**src/sli_pkg.sv**
```systemverilog
package sli_pkg;

    // operation codes on the op field
    localparam logic OP_INSERT = 1'b0;
    localparam logic OP_REMOVE = 1'b1;

    // status codes on the status field
    localparam logic STATUS_DONE = 1'b0;
    localparam logic STATUS_FULL = 1'b1;

    // width of the count fields of a result
    localparam int OUT_CNT_W = 5;

    // width of one stored value
    localparam int VALUE_W = 32;

    // sequencer states
    typedef enum logic [2:0] {
        ST_IDLE,
        ST_INS_SCAN,
        ST_INS_HEAD,
        ST_REM_SCAN,
        ST_DONE
    } state_t;

endpackage

```
**src/sli_ram.sv**
```systemverilog
module sli_ram
#(
    parameter int WIDTH = 32,
    parameter int DEPTH = 16
)
(
    input  logic                     clk,
    input  logic                     we,
    input  logic [$clog2(DEPTH)-1:0] wr_addr,
    input  logic [WIDTH-1:0]         wr_data,
    input  logic [$clog2(DEPTH)-1:0] rd_addr,
    output logic [WIDTH-1:0]         rd_data
);

    logic [WIDTH-1:0] mem [DEPTH];

    // one write port, one registered read port
    always_ff @(posedge clk)
    begin
        if (we)
        begin
            mem[wr_addr] <= wr_data;
        end
        rd_data <= mem[rd_addr];
    end

endmodule

```
**src/sorted_list_insert_remove.sv**
```systemverilog
// Sorted table of signed 32-bit values with insert and remove-all.
//
// Input channel (in_valid / in_stall, fields op and value): a transaction is
// taken when in_valid is high and in_stall low. op insert places value after
// all equal entries; op remove deletes every entry equal to value.
// Output channel (out_valid / out_stall, fields status, removed_count,
// occupancy): exactly one result transaction per input transaction, in order.
//
// The table lives in one RAM with registered read. An insert walks down from
// the last entry, shifting larger entries up one place per cycle; a remove
// walks up from the first entry, compacting survivors. Reads are issued one
// per cycle, each in the cycle before its write-back. An insert runs longer
// the more entries lie above value, and a remove the higher the occupancy;
// a full-table insert or an operation on an empty table goes straight to the
// result. in_stall is high while an operation is in flight and drops as the
// result is loaded, so the next transaction is taken in the next cycle, even
// while that result still waits in the output register; if the receiver
// stalls and a second result is ready, the sequencer holds it.
// Reset empties the table (occupancy zero) and drops any pending result.
module sorted_list_insert_remove
    import sli_pkg::*;
#(
    parameter int CAPACITY = 16
)
(
    input  logic                        clk,
    input  logic                        rst_n,
    input  logic                        in_valid,
    output logic                        in_stall,
    input  logic                        op,
    input  logic signed [VALUE_W-1:0]   value,
    output logic                        out_valid,
    input  logic                        out_stall,
    output logic                        status,
    output logic [OUT_CNT_W-1:0]        removed_count,
    output logic [OUT_CNT_W-1:0]        occupancy
);

    localparam int AW = $clog2(CAPACITY);
    localparam int CW = $clog2(CAPACITY + 1);

    state_t                     state_reg, state_next;
    logic [CW-1:0]              count_reg, count_next;
    logic signed [VALUE_W-1:0]  value_reg, value_next;
    logic [AW-1:0]              scan_idx_reg, scan_idx_next;
    logic                       issue_reg, issue_next;
    logic                       pend_reg, pend_next;
    logic [AW-1:0]              pend_idx_reg, pend_idx_next;
    logic [CW-1:0]              wr_ptr_reg, wr_ptr_next;
    logic                       res_status_reg, res_status_next;
    logic [CW-1:0]              res_removed_reg, res_removed_next;
    logic                       out_valid_reg, out_valid_next;
    logic                       status_reg, status_next;
    logic [OUT_CNT_W-1:0]       removed_count_reg, removed_count_next;
    logic [OUT_CNT_W-1:0]       occupancy_reg, occupancy_next;

    logic                       ram_we;
    logic [AW-1:0]              ram_wr_addr;
    logic [VALUE_W-1:0]         ram_wr_data;
    logic [VALUE_W-1:0]         ram_rd_data;

    logic [CW-1:0]              last_cnt;
    logic [AW-1:0]              last_idx;
    logic [AW-1:0]              pend_up;
    logic                       rd_greater;
    logic                       rd_keep;
    logic [CW-1:0]              wr_inc;
    logic [CW+OUT_CNT_W-1:0]    occ_ext;
    logic [CW+OUT_CNT_W-1:0]    rem_ext;

    sli_ram
    #(
        .WIDTH (VALUE_W),
        .DEPTH (CAPACITY)
    )
    u_ram
    (
        .clk     (clk),
        .we      (ram_we),
        .wr_addr (ram_wr_addr),
        .wr_data (ram_wr_data),
        .rd_addr (scan_idx_reg),
        .rd_data (ram_rd_data)
    );

    // helpers on the counters and the returning read data
    assign last_cnt   = count_reg - 1'b1;
    assign last_idx   = last_cnt[AW-1:0];
    assign pend_up    = pend_idx_reg + 1'b1;
    assign rd_greater = $signed(ram_rd_data) > value_reg;
    assign rd_keep    = ram_rd_data != value_reg;
    assign wr_inc     = wr_ptr_reg + {{(CW-1){1'b0}}, rd_keep};
    assign occ_ext    = {{OUT_CNT_W{1'b0}}, count_reg};
    assign rem_ext    = {{OUT_CNT_W{1'b0}}, res_removed_reg};

    assign in_stall      = (state_reg != ST_IDLE);
    assign out_valid     = out_valid_reg;
    assign status        = status_reg;
    assign removed_count = removed_count_reg;
    assign occupancy     = occupancy_reg;

    // sequencer: next state, ram write port, result loading
    always_comb
    begin
        state_next         = state_reg;
        count_next         = count_reg;
        value_next         = value_reg;
        scan_idx_next      = scan_idx_reg;
        issue_next         = issue_reg;
        pend_next          = pend_reg;
        pend_idx_next      = pend_idx_reg;
        wr_ptr_next        = wr_ptr_reg;
        res_status_next    = res_status_reg;
        res_removed_next   = res_removed_reg;
        out_valid_next     = out_valid_reg && out_stall;
        status_next        = status_reg;
        removed_count_next = removed_count_reg;
        occupancy_next     = occupancy_reg;
        ram_we             = 1'b0;
        ram_wr_addr        = '0;
        ram_wr_data        = value_reg;

        unique case (state_reg)
            ST_IDLE:
            begin
                if (in_valid)
                begin
                    value_next       = value;
                    res_status_next  = STATUS_DONE;
                    res_removed_next = '0;
                    issue_next       = 1'b1;
                    pend_next        = 1'b0;
                    wr_ptr_next      = '0;
                    if (op == OP_INSERT)
                    begin
                        if (count_reg == CW'(CAPACITY))
                        begin
                            res_status_next = STATUS_FULL;
                            state_next      = ST_DONE;
                        end
                        else if (count_reg == '0)
                        begin
                            ram_we      = 1'b1;
                            ram_wr_addr = '0;
                            ram_wr_data = value;
                            count_next  = count_reg + 1'b1;
                            state_next  = ST_DONE;
                        end
                        else
                        begin
                            scan_idx_next = last_idx;
                            state_next    = ST_INS_SCAN;
                        end
                    end
                    else
                    begin
                        if (count_reg == '0)
                        begin
                            state_next = ST_DONE;
                        end
                        else
                        begin
                            scan_idx_next = '0;
                            state_next    = ST_REM_SCAN;
                        end
                    end
                end
            end

            // walk down from the last entry, shifting larger ones up
            ST_INS_SCAN:
            begin
                pend_next = issue_reg;
                if (issue_reg)
                begin
                    pend_idx_next = scan_idx_reg;
                    if (scan_idx_reg == '0)
                    begin
                        issue_next = 1'b0;
                    end
                    else
                    begin
                        scan_idx_next = scan_idx_reg - 1'b1;
                    end
                end
                if (pend_reg)
                begin
                    ram_we      = 1'b1;
                    ram_wr_addr = pend_up;
                    if (rd_greater)
                    begin
                        ram_wr_data = ram_rd_data;
                        if (pend_idx_reg == '0)
                        begin
                            state_next = ST_INS_HEAD;
                        end
                    end
                    else
                    begin
                        ram_wr_data = value_reg;
                        count_next  = count_reg + 1'b1;
                        state_next  = ST_DONE;
                    end
                end
            end

            // every entry was larger: new value goes to the front
            ST_INS_HEAD:
            begin
                ram_we      = 1'b1;
                ram_wr_addr = '0;
                ram_wr_data = value_reg;
                count_next  = count_reg + 1'b1;
                state_next  = ST_DONE;
            end

            // walk up from the first entry, compacting survivors
            ST_REM_SCAN:
            begin
                pend_next = issue_reg;
                if (issue_reg)
                begin
                    pend_idx_next = scan_idx_reg;
                    if (scan_idx_reg == last_idx)
                    begin
                        issue_next = 1'b0;
                    end
                    else
                    begin
                        scan_idx_next = scan_idx_reg + 1'b1;
                    end
                end
                if (pend_reg)
                begin
                    ram_we      = rd_keep;
                    ram_wr_addr = wr_ptr_reg[AW-1:0];
                    ram_wr_data = ram_rd_data;
                    wr_ptr_next = wr_inc;
                    if (pend_idx_reg == last_idx)
                    begin
                        count_next       = wr_inc;
                        res_removed_next = count_reg - wr_inc;
                        state_next       = ST_DONE;
                    end
                end
            end

            // hand the result to the output register once it is free
            ST_DONE:
            begin
                if (!out_valid_reg || !out_stall)
                begin
                    out_valid_next     = 1'b1;
                    status_next        = res_status_reg;
                    removed_count_next = rem_ext[OUT_CNT_W-1:0];
                    occupancy_next     = occ_ext[OUT_CNT_W-1:0];
                    state_next         = ST_IDLE;
                end
            end

            default:
            begin
                state_next = ST_IDLE;
            end
        endcase
    end

    // control registers
    always_ff @(posedge clk or negedge rst_n)
    begin
        if (!rst_n)
        begin
            state_reg     <= ST_IDLE;
            count_reg     <= '0;
            out_valid_reg <= 1'b0;
            issue_reg     <= 1'b0;
            pend_reg      <= 1'b0;
        end
        else
        begin
            state_reg     <= state_next;
            count_reg     <= count_next;
            out_valid_reg <= out_valid_next;
            issue_reg     <= issue_next;
            pend_reg      <= pend_next;
        end
    end

    // payload and pointer registers
    always_ff @(posedge clk)
    begin
        value_reg         <= value_next;
        scan_idx_reg      <= scan_idx_next;
        pend_idx_reg      <= pend_idx_next;
        wr_ptr_reg        <= wr_ptr_next;
        res_status_reg    <= res_status_next;
        res_removed_reg   <= res_removed_next;
        status_reg        <= status_next;
        removed_count_reg <= removed_count_next;
        occupancy_reg     <= occupancy_next;
    end

    // occupancy never exceeds the table size
    assert property (@(posedge clk) disable iff (!rst_n)
        count_reg <= CW'(CAPACITY))
        else $error("occupancy above capacity");

    // compaction never writes ahead of the entry it just read
    assert property (@(posedge clk) disable iff (!rst_n)
        (state_reg == ST_REM_SCAN && pend_reg) |-> (wr_ptr_reg <= CW'(pend_idx_reg)))
        else $error("compaction write pointer ran past read pointer");

    // a finished result waits while the output register is still held
    assert property (@(posedge clk) disable iff (!rst_n)
        (state_reg == ST_DONE && out_valid_reg && out_stall) |=> (state_reg == ST_DONE))
        else $error("result dropped while output stalled");

    // shifting writes stay inside the table
    assert property (@(posedge clk) disable iff (!rst_n)
        (state_reg == ST_INS_SCAN && pend_reg) |-> (CW'(pend_idx_reg) < last_cnt + 1'b1))
        else $error("insert shift beyond occupancy");

endmodule

```
**config.mk**
```make
export PLATFORM = sky130hd
export DESIGN_NAME = sorted_list_insert_remove
export DESIGN_NICKNAME = d
export VERILOG_FILES = /design/src/sli_pkg.sv /design/src/sli_ram.sv /design/src/sorted_list_insert_remove.sv
export SDC_FILE = /design/constraint.sdc
export NUM_CORES = 1
export LEC_CHECK = 0
export CAP_MARGIN = 20
export CORE_UTILIZATION = 60
export CTS_CLUSTER_SIZE = 25
export DETAILED_ROUTE_END_ITERATION = 7
export DONT_BUFFER_PORTS = 1
export PLACE_DENSITY = 0.76
export SLEW_MARGIN = 10
export SYNTH_ARGS = -nofsm -noshare
export SYNTH_HDL_FRONTEND = slang
export SYNTH_SLANG_ARGS = --single-unit
```
**constraint.sdc**
```tcl
create_clock -name clk -period 4.6 [get_ports clk]
set_clock_uncertainty 0.15 [all_clocks]
set_input_delay 0.46 -clock clk [delete_from_list [all_inputs] [get_ports clk]]
set_output_delay 0.46 -clock clk [all_outputs]
set_load 0.02 [all_outputs]
```
-- Word level (Yosys, flattened, before mapping)
Memories as Yosys holds them, arrays and structs flattened. A register that Yosys moved wholly into a read port is not among the register bits.
Index checks and enable logic that the tools add are counted.
- flip-flop bits (word level): 73
- bits in writable memories: 512
- bits of input ports: 37
- output and inout bits: 13
- logic and storage cells: 139
- memories: 1
- memories (memory ; depth ; bits a word ; read ports ; clocked after Yosys merged registers in ; wr ports ; line ; text):
    u_ram.mem ; 16 ; 32 ; 1 ; 1 ; 1 ; sli_ram.sv:15 ; logic [WIDTH-1:0] mem [DEPTH];
- add/subtract/negate cells: 7
- $lt $le $gt $ge: 1
- equal/unequal tests: 24
- muxes and demuxes: 68
- reductions and logical operators: 24
- operators with widths (kind ; count):
    $mux 32 ; 7
    $pmux 32 s3 ; 1
    $mux 5 ; 12
    $mux 4 ; 11
    $mux 3 ; 11
    $gt 32x32->1 ; 1
    $ne 32x32->1 ; 1
    $ne 2x2->1 const B ; 14
    $pmux 5 s2 ; 2
    $pmux 5 s4 ; 1
    $mux 1 ; 17
    $pmux 3 s5 ; 1
    $pmux 4 s3 ; 1
    $reduce_and 2->1 ; 5
    $reduce_and 9->1 ; 1
    $add 4x1->4 const B ; 2
    $eq 4x4->1 ; 2
    $logic_not 4->1 ; 2
    $pmux 4 s2 ; 1
    $reduce_and 8->1 ; 1
    $sub 4x1->4 const B ; 2
    $eq 3x2->1 const B ; 2
    $ne 3x3->1 const B ; 2
    $reduce_and 6->1 ; 1
    other kinds (20) ; 23

-- Logic depth before layout (Yosys ltp)
- word-level depth: 8
- depth in mapped cells: 14
- depth with buffers taken out: 14

-- By module
A second synthesis with hierarchy kept.
- cells, all modules: 1405
- area total of the unflattened synthesis: 25695.9 µm²
- by module, submodules not included (module ; instances ; cells each ; area an instance (µm²)):
    sli_ram ; 1 ; 838 ; 19835.3
    sorted_list_insert_remove ; 1 ; 567 ; 5860.6

-- Least setup slack after synthesis
No wires, ideal clock.
- kind: register to register
- from: register count_reg[0]
- to: memory u_ram.mem[0][0], enable pin
- setup time: 0.421 ns
- arrival: 3.557 ns
- data required time: 4.029 ns
- setup slack: 0.472 ns
- stages on the path, launching flop included: 10
- buffers on the path: 1
- cells stage by stage: dfrtp_1 clkbuf_1 inv_1 ha_1 nand3_1 nor3_1 nand2_1 a221o_1 or4_1 nor2_1
- longest elaborated chain between the ends: 8
- RTL lines (item ; line ; text):
    from (decl) ; sorted_list_insert_remove.sv:43 ; logic [CW-1:0] count_reg, count_next;
    from (signal assigned) ; sorted_list_insert_remove.sv:282 ; count_reg <= count_next;
    $logic_not 5->1 ; sorted_list_insert_remove.sv:141 ; else if (count_reg == '0)
    $mux 1 ; sorted_list_insert_remove.sv:141 ;
    $mux 1 (*) ; sorted_list_insert_remove.sv:136 ; if (count_reg == CW'(CAPACITY))
    $mux 1 (*) ; sorted_list_insert_remove.sv:134 ; if (op == OP_INSERT)
    $mux 1 (*) ; sorted_list_insert_remove.sv:126 ; if (in_valid)
    $pmux 1 s4 (*) ; sorted_list_insert_remove.sv:123 ; unique case (state_reg)
    $mux 1 (*) ; sli_ram.sv:20 ; if (we)
    $mux 1 (not written as such) (*) ; sli_ram.sv:22 ; mem[wr_addr] <= wr_data;
    to (decl) ; sli_ram.sv:15 ;
Every way passes the cells marked *; elsewhere a longest branch is shown, timed or not.

-- Worst setup path in the final report
- from: register value_reg[15]
- to: memory u_ram.mem[6][12] (data pin)
- longest elaborated chain between the ends: 4
- RTL lines (item ; line ; text):
    from (decl) ; sorted_list_insert_remove.sv:44 ; logic signed [VALUE_W-1:0] value_reg, value_next;
    from (signal assigned) ; sorted_list_insert_remove.sv:292 ; value_reg <= value_next;
    $gt 32x32->1 ; sorted_list_insert_remove.sv:90 ; assign rd_greater = $signed(ram_rd_data) > value_reg;
    $mux 32 ; sorted_list_insert_remove.sv:190 ; if (rd_greater)
    $mux 32 ; sorted_list_insert_remove.sv:186 ; if (pend_reg)
    $pmux 32 s3 ; sorted_list_insert_remove.sv:123 ;
    net ram_wr_data[12] ; sorted_list_insert_remove.sv:59 ; logic [VALUE_W-1:0] ram_wr_data;
The timed path passes the listed nets, and every way through them passes these cells.

==> flow_metrics.py <==
metrics = {
    "logic_synthesis": {
        "syn_inst": 1454,
        "yosysMostFrequentCell": "edfxtp_1",
        "synth-seq-cells": 617,
        "synthArstFlopShare": 0.0178,
        "synth_fa_ha_area_frac": 0.0238,
        "synth_mux_area_frac": 0.131,
        "synth-edff-count": 574,
        "seq_area_frac_synth": 0.716,
        "synthTopCellsByCount": "574 x edfxtp_1, 118 x mux4_2, 84 x nand2_1, 67 x o21ai_0, 64 x mux2i_1",
        "synth_top_cells_by_area": "edfxtp_1 68%, mux4_2 10%, dfxtp_1 2.5%",
        "yosys.area_share.simple": 0.0327,
        "avgSynthCellArea_um2": 17.4,
        "synth_compound_area_frac": 0.0695,
        "synth_top_family_by_area": "multiplexers",
        "synthXorXnorAreaFrac": 0.00760,
        "synth_top_area_frac": 0.680,
        "synthDistinctLibCells": 60,
        "yosysWarnings": 0,
        "synth_area_um2": 25400,
        "syn-num-nets": 1538,
        "synth_top_cell_by_area": "edfxtp_1",
        "synth-main-ff-cell": "edfxtp_1",
    },
    "routing": {
        "vias_per_cell": 6.69,
        "detail_route.wl_per_cell_um": 27.5,
        "postRouteAntennaNets": 0,
        "drc": 0,
        "vias": 14200,
        "wirelength_mm": 58.5,
        "firstDrtPassIters": 5,
        "drt_iter0_markers": 1707,
    },
    "die": {
        "row_count": 74,
        "die_w_um": 208,
        "ioPinCount": 50,
        "fp.dieArea_um2": 43100,
        "die_h_um": 208,
        "coreArea_um2": 41300,
        "initial_core_util": 0.614,
    },
    "global_route": {
        "grt_max_degree": 113,
        "grt_util_met2": 0.443,
        "antenna_found_initial": 1,
        "met3_usage": 0.0579,
        "grt_pass1_vias": 14200,
        "grt.busiest_layer": "met2",
        "grt_overflow": 0,
        "grtUsageTotal": 0.278,
        "met1_usage": 0.393,
        "grt_first_pass_wirelength_mm": 88.2,
    },
    "clock_tree": {
        "numCtsBuffers": 59,
        "post_cts_buffers": 0,
        "htreeDepth": 2,
        "cts_sinks": 617,
        "path_clk_slew_ns": 0.06,
        "clock_path_buffers": 3,
        "ctsHoldBuffers": 36,
        "clk_latency_ns": 0.64,
        "cts_resized": 0,
        "cts_root_buffer": "clkbuf_16",
        "cts_tree": "done",
    },
    "cells_and_area": {
        "fillers": 2589,
        "final_nets": 1628,
        "largest_reg_flops": 512,
        "fin_area_um2": 28800,
        "stdcell_count": 2128,
        "seqCellArea_um2": 18200,
        "multi_input_area_um2": 6830,
        "layout-drive-gt1-share": 0.194,
        "area_growth_pct": 13.4,
        "post-route-util": 0.696,
    },
    "setup_path": {
        "cp.arrival_ns": 4.46,
        "crit_path_end_kind": "flip-flop",
        "required_ns": 4.72,
        "startpoint_type": "flip-flop",
        "reg2reg_depth": 12,
        "critPathMaxFanout": 16,
        "worstSetupPathType": "flip-flop to flip-flop",
    },
    "place": {
        "port_buffers": 0,
        "hpwl_mm": 31.9,
        "dpl_cell_area_um2": 26400,
        "gp_congestion": 0.833,
        "place_ws_ns": 0.441,
        "dp.cells": 1959,
    },
    "sta": {
        "hold_slack_ns": 0.0517,
        "slew_viol_final": 0,
        "relSlewSlack": 0.203,
        "postLayoutSetupSlackWorst_ns": 0.260,
        "finalHoldViolCount": 0,
        "tns_ns": 0,
        "tightest_slew_ns": 1.19,
        "period_share": 0.944,
        "finalCriticalPeriod_ns": 4.34,
        "max_freq_ghz": 0.230,
        "setup_violations": 0,
        "rsz0062_at_grt": "false",
    },
    "power_and_ir_drop": {
        "p_per_area_nw_per_um2": 374,
        "total_power_mw": 10.8,
        "leakagePower_nw": 9.79,
        "ir_worst_vdd_v": 0.000358,
    },
    "run_status": {
        "status": "complete, no violations",
    },
    "hold_path": {
        "hold_depth": 2,
        "hold_path_class": "input port to flip-flop",
    },
    "run": {
        "maxCapViolCount": 0,
    },
}
==> per-layer routing <==
layer,up-vias,share of wire
li1,6052,-
met1,7272,0.40
met2,782,0.48
met3,125,0.095
met4,0,0.023
met5,-,0
==> path summary, 6_finish.rpt <==
kind,from,endpoint,slack [ns]
min in group asynchronous,rst_n,count_reg[3],0.14
max in group asynchronous,rst_n,count_reg[4],3.76
min,op,scan_idx_reg[2],0.05
max,value_reg[15],u_ram.mem[6][12],0.26
max reg2reg,value_reg[15],u_ram.mem[6][12],0.26
min reg2reg,res_removed_reg[4],removed_count[4],0.27
==> worst max-delay path, stage by stage (launching register included) <==
cell and delay (ns):
edfxtp_1 0.38, inv_1 0.06, ha_1 0.29, and3_1 0.33
nand4_1 0.27, a21o_1 0.23, a41o_1 0.24, a21oi_1 0.38
nand2_2 0.18, buf_4 0.22, buf_4 0.16, a21oi_1 0.13
a2bb2oi_1 0.90
==> layout make-up <==
cell class / count / area share
sequential: 617 / 0.631
timing repair buffer: 112 / 0.0366
multi-input combinational: 706 / 0.238
antenna: 1 / 0.0000870
tap: 532 / 0.0232
clock inverter: 38 / 0.0107
inverter: 48 / 0.00627
clock buffer: 74 / 0.0544
==> cell usage in the layout, fill, tap and decap left out, drive strengths merged, types with 3 or more instances in the layout <==
| cell | n |
|---|---|
| a21o | 7 |
| a21oi | 54 |
| a221oi | 32 |
| a2bb2oi | 32 |
| a31oi | 24 |
| and3 | 6 |
| buf | 63 |
| bufinv | 3 |
| clkbuf | 87 |
| clkinv | 31 |
| clkinvlp | 3 |
| dfrtp | 11 |
| dfxtp | 32 |
| dlygate4sd3 | 36 |
| edfxtp | 574 |
| ha | 45 |
| inv | 49 |
| mux2i | 64 |
| mux4 | 118 |
| nand2 | 85 |
| nand2b | 4 |
| nand3 | 11 |
| nand4 | 8 |
| nor2 | 44 |
| nor2b | 4 |
| nor3 | 7 |
| o21a | 3 |
| o21ai | 69 |
| o22ai | 26 |
| o31ai | 4 |
| or3 | 7 |
| xnor2 | 12 |
| xor2 | 10 |
==> report_power, final <==
| group | switching (mW) | internal (mW) |
|---|---|---|
| clock | 2.08 | 2.59 |
| sequential | 0.000000000000000102 | 6.04 |
| combinational | 0.0122 | 0.0215 |
| total | 2.10 | 8.66 |
==> logic make-up (layout without fill, tap and decap cells) <==
group                      after synthesis  after routing
DFF                                    617            617
AOI/OAI and AO/OA                      269            269
and+or+nand+nor                        185            185
muxes                                  183            183
buffers and inverters                  131            272
adders and majority gates               47             47
xor gates and xnor gates                22             22
other                                    0              1
No activity file was read; power rests on OpenSTA's default activity.
